File: src/design/bdq_pkg.sv
package bdq_pkg;

    // fixed field widths of the command and response words
    localparam int FUNC_W = 3;
    localparam int POS_W  = 11;
    localparam int VAL_W  = 32;
    localparam int ST_W   = 2;
    localparam int CNT_W  = 11;

    // operation codes
    localparam logic [FUNC_W-1:0] FN_PUSH_BACK  = 3'd0;
    localparam logic [FUNC_W-1:0] FN_POP_BACK   = 3'd1;
    localparam logic [FUNC_W-1:0] FN_PUSH_FRONT = 3'd2;
    localparam logic [FUNC_W-1:0] FN_POP_FRONT  = 3'd3;
    localparam logic [FUNC_W-1:0] FN_INSERT     = 3'd4;
    localparam logic [FUNC_W-1:0] FN_ERASE      = 3'd5;
    localparam logic [FUNC_W-1:0] FN_READ       = 3'd6;

    // status codes
    localparam logic [ST_W-1:0] ST_OK    = 2'd0;
    localparam logic [ST_W-1:0] ST_EMPTY = 2'd1;
    localparam logic [ST_W-1:0] ST_FULL  = 2'd2;
    localparam logic [ST_W-1:0] ST_RANGE = 2'd3;

    typedef struct packed {
        logic [FUNC_W-1:0]       func;
        logic [POS_W-1:0]        position;
        logic signed [VAL_W-1:0] value;
    } t_cmd;

    typedef struct packed {
        logic signed [VAL_W-1:0] read_value;
        logic [ST_W-1:0]         status;
        logic [CNT_W-1:0]        count;
    } t_rsp;

    // per-cycle control broadcast to every cell
    typedef struct packed {
        logic ins;   // open a gap at the target and store the new word
        logic rem;   // close the gap at the target
        logic tap;   // the target cell drives its word into the read tree
    } t_cell_ctl;

    // levels of a 4-ary reduction tree over n leaves (at least one)
    function automatic int tree_levels(input int n);
        int lv;
        int span;
        lv   = 1;
        span = 4;
        while (span < n) begin
            lv   = lv + 1;
            span = span * 4;
        end
        return lv;
    endfunction

endpackage

File: src/design/bdq_cell.sv
module bdq_cell
    import bdq_pkg::*;
#(
    parameter int DATA_WIDTH = 32,
    parameter int CW         = 11,
    parameter int IDX        = 0
) (
    input  logic                  i_clk,
    input  t_cell_ctl             i_ctl,
    input  logic [CW-1:0]         i_target,
    input  logic [DATA_WIDTH-1:0] i_left,
    input  logic [DATA_WIDTH-1:0] i_right,
    input  logic [DATA_WIDTH-1:0] i_val,
    output logic [DATA_WIDTH-1:0] o_data,
    output logic [DATA_WIDTH-1:0] o_tap
);

    logic [DATA_WIDTH-1:0] r_data;
    logic                  w_hit;
    logic                  w_above;

    assign w_hit   = (i_target == CW'(IDX));
    assign w_above = (CW'(IDX) > i_target);

    // shift toward the back on insert, toward the front on removal
    always_ff @(posedge i_clk) begin
        if (i_ctl.ins && w_hit) begin
            r_data <= i_val;
        end else if (i_ctl.ins && w_above) begin
            r_data <= i_left;
        end else if (i_ctl.rem && (w_hit || w_above)) begin
            r_data <= i_right;
        end
    end

    assign o_data = r_data;
    // pre-shift word of the selected cell, zero elsewhere
    assign o_tap  = (i_ctl.tap && w_hit) ? r_data : '0;

endmodule

File: config.mk
export PLATFORM = sky130hd
export DESIGN_NAME = bdq_cell
export DESIGN_NICKNAME = d
export VERILOG_FILES = /design/src/design/bdq_pkg.sv /design/src/design/bdq_cell.sv
export SDC_FILE = /design/constraint.sdc
export NUM_CORES = 1
export LEC_CHECK = 0
export BUFFER_PORTS_ARGS = -buffer_cell sky130_fd_sc_hd__buf_2
export CORE_UTILIZATION = 33
export CTS_BUF_LIST = sky130_fd_sc_hd__clkbuf_2 sky130_fd_sc_hd__clkbuf_4 sky130_fd_sc_hd__clkbuf_8
export DETAILED_ROUTE_END_ITERATION = 8
export GPL_TIMING_DRIVEN = 0
export PLACE_DENSITY_LB_ADDON = 0.2
export SYNTH_ARGS = -nofsm -noshare
export SYNTH_HDL_FRONTEND = slang
export SYNTH_SLANG_ARGS = --single-unit
File: constraint.sdc
create_clock -name i_clk -period 2.3 [get_ports i_clk]
set_clock_uncertainty 0.05 [all_clocks]
set_input_delay 0.69 -clock i_clk [delete_from_list [all_inputs] [get_ports i_clk]]
set_output_delay 0.69 -clock i_clk [all_outputs]
set_load 0.005 [all_outputs]
==> flow_summary_export.csv <==
group,metric,value,unit
logic_synthesis,synth_xor_area_share,0,%
final_layout,diodes,0,
clock_network,cts.htree.levels,2,
die,die_h,74.7,um
timing,fin_crit,2.52,ns
setup_path,cp_slowest_cell,"and4_4",
global_routing,overflow,0,
timing,fin_setup_tns,-6.57,ns
logic_synthesis,muxShareOfSynthArea,27.1,%
global_routing,grt_pass1_wl,5600,um
global_routing,grt_pass1_vias,1240,
timing,fin_hold_ws,0.659,ns
setup_path,cp-startpoint,"i_target[10]",
setup_path,cp-end-kind,"output port",
logic_synthesis,synth_top_family_by_area,"multiplexers",
setup_path,path_max_fanout,5,
power_and_ir_drop,power,1190,uW
setup_path,worstPathRequired,1.56,ns
timing,max_freq,397,MHz
setup_path,cp_top_family,"simple AND/OR/NAND/NOR gates",
timing,setup_viol,32,
logic_synthesis,netlist_area,1740,sq um
drt,drc,0,
setup_path,worst-path-buf-inv,3,
min_path,hold_path_end,"o_data[22]$_DFFE_PP_",
setup_path,crit_type,"input port to output port",
die,core_area,5110,sq um
timing,hold_viol,0,
logic_synthesis,synth_cells,108,
drt,vias,1445,
min_path,hold_depth,2,
clock_network,clkTransAtPathRegs,0.06,ns
drt,drt-initial-drc-count,27,
placed_design,gp_congestion,0.643,
die,row_count,26,
clock_network,cts_tree,"built",
drt,wire_per_inst,12.6,um
run_status,violations,"setup timing",
placed_design,portBuffers,142,
timing,relSlewSlack,48.8,%
global_routing,grt.total_usage,14.0,%
final_layout,num-nets-final,372,
setup_path,max_stage_delay,0.31,ns
run,drv_cap,0,
logic_synthesis,synthDistinctLibCells,11,
placed_design,dpl.hpwl,3120,um
timing,worst_slew_pin_slew,0.768,ns
clock_network,cts_sinks,32,
final_layout,drive_gt1_share,76.0,%
die,die_x,74.7,um
power_and_ir_drop,p_leak,0.00144,uW
drt,vias_per_cell,4.35,
logic_synthesis,avgSynthCellArea,16.1,sq um
logic_synthesis,seq_area_frac_synth,55.1,%
clock_network,cts.path.max_buffers,2,
timing,slew_viol_final,0,
drt,wirelength,4190,um
power_and_ir_drop,ir_drop,195,uV
final_layout,largest_reg_flops,32,
setup_path,crit_chain,"buf_6 -> nor4_4 -> and4_4 -> clkbuf_4 -> and2_1 -> buf_2",
clock_network,root_buffer,"clkbuf_8",
setup_path,critPathArrivalTime,1.78,ns
power_and_ir_drop,cellPowerDensity,433,nW/um^2
min_path,hold_path.class,"input port to register",
clock_network,cts_buffers,5,
die,dieArea,5580,sq um
die,initial_core_util,34.1,%
timing,finalWorstSetupSlack,-0.218,ns
drt,ant_nets,0,
min_path,min-delay-start,"i_right[22]",
die,io_pins,175,
drt,dr.pass1.iters,4,
final_layout,layout_common_cells,"buf_2, edfxtp_1, mux2_4, and2_1, clkbuf_8",
timing,fin_crit_sh,109,%
logic_synthesis,yosys.area_share.simple,14.5,%
global_routing,grt_antenna_before_repair,0,
logic_synthesis,ys_warn_count,0,
logic_synthesis,yosys_register_bits,32,
run_status,outcome,"finished with violations",
logic_synthesis,synth-compound-area-share,0.646,%
final_layout,area.growth.synth_to_final,57.4,%
logic_synthesis,yosys.area_share.adder,0,%
global_routing,grt_max_degree,33,
setup_path,start_kind,"input port",
logic_synthesis,synth_nets,219,
final_layout,layout_commonest_cell,"buf_2",
clock_network,ctsHoldBuffers,0,
timing,rsz0062_at_grt,"true",
cells by family after synthesis:
group,after synthesis
and+or+nand+nor,37
AOI/OAI and AO/OA,1
DFF,32
buffers and inverters,6
muxes,32
stage by stage:
| step | instances | util (%) | instance area [sq um] | setup slack (ns) |
|---|---|---|---|---|
| final | 332 | 53.7 | 2740 | -0.218 |
| after global routing | 332 | 53.7 | 2740 | -0.310 |
| after CTS | 332 | 53.7 | 2740 | -0.240 |
| after detailed placement | 320 | 50.3 | 2570 | -0.383 |
| after global placement | 320 | 50.3 | 2570 | -0.349 |
| after floorplan | 108 | - | 1770 | 0.0103 |
report_power, final:
group	switching, uW	internal [uW]	leakage (uW)
Clock	192	234	0.0000467
Combinational	33.0	88.7	0.00110
Sequential	0.111	641	0.000287
Total	225	964	0.00144
cell type report:
cell class                 instances  area (sq um)
fill                             457          2360
sequential                        32           961
multi-input combinational         70           767
timing repair buffer             146           766
tap                               70          87.6
clock buffer                       7          83.8
buffer                             6          75.1
clock inverter                     1          3.75
synthesized netlist by cell type, drive strengths merged:
cell / instances / area (sq um)
and2: 32 / 200
edfxtp: 32 / 961
mux2: 32 / 473
buf: 3 / 33.8
clkbuf: 3 / 11.3
nor4: 2 / 25.0
and4: 1 / 10.0
nand4: 1 / 12.5
nor3: 1 / 5.00
o2111a: 1 / 11.3
worst max path at each step:
stage / endpoint / depth (start not counted)
5_1_grt: o_tap[17] / 6
4_1_cts: o_tap[21] / 6
2_1_floorplan: o_tap[10] / 4
3_5_place_dp: o_tap[22] / 6
6_report: o_tap[21] / 6
3_3_place_gp: o_tap[28] / 6
metal layers:
metal  GRT usage (%)  up-vias  wire length (um)
met5               0        -                 0
met4            5.03        0                48
met3            4.02        5               295
met2            25.9       81              2260
met1            15.1      659              1580
li1                -      700                 -
what timing repair did:
item                                    CTS  global route
cloned                                    1             0
setup buffers                             3             0
endpoints found under the setup margin   32            32
hold endpoints to repair                  0             0
gates resized for setup                  12             0
pin swaps                                 4             0
Power figures use the tool's default switching activity.
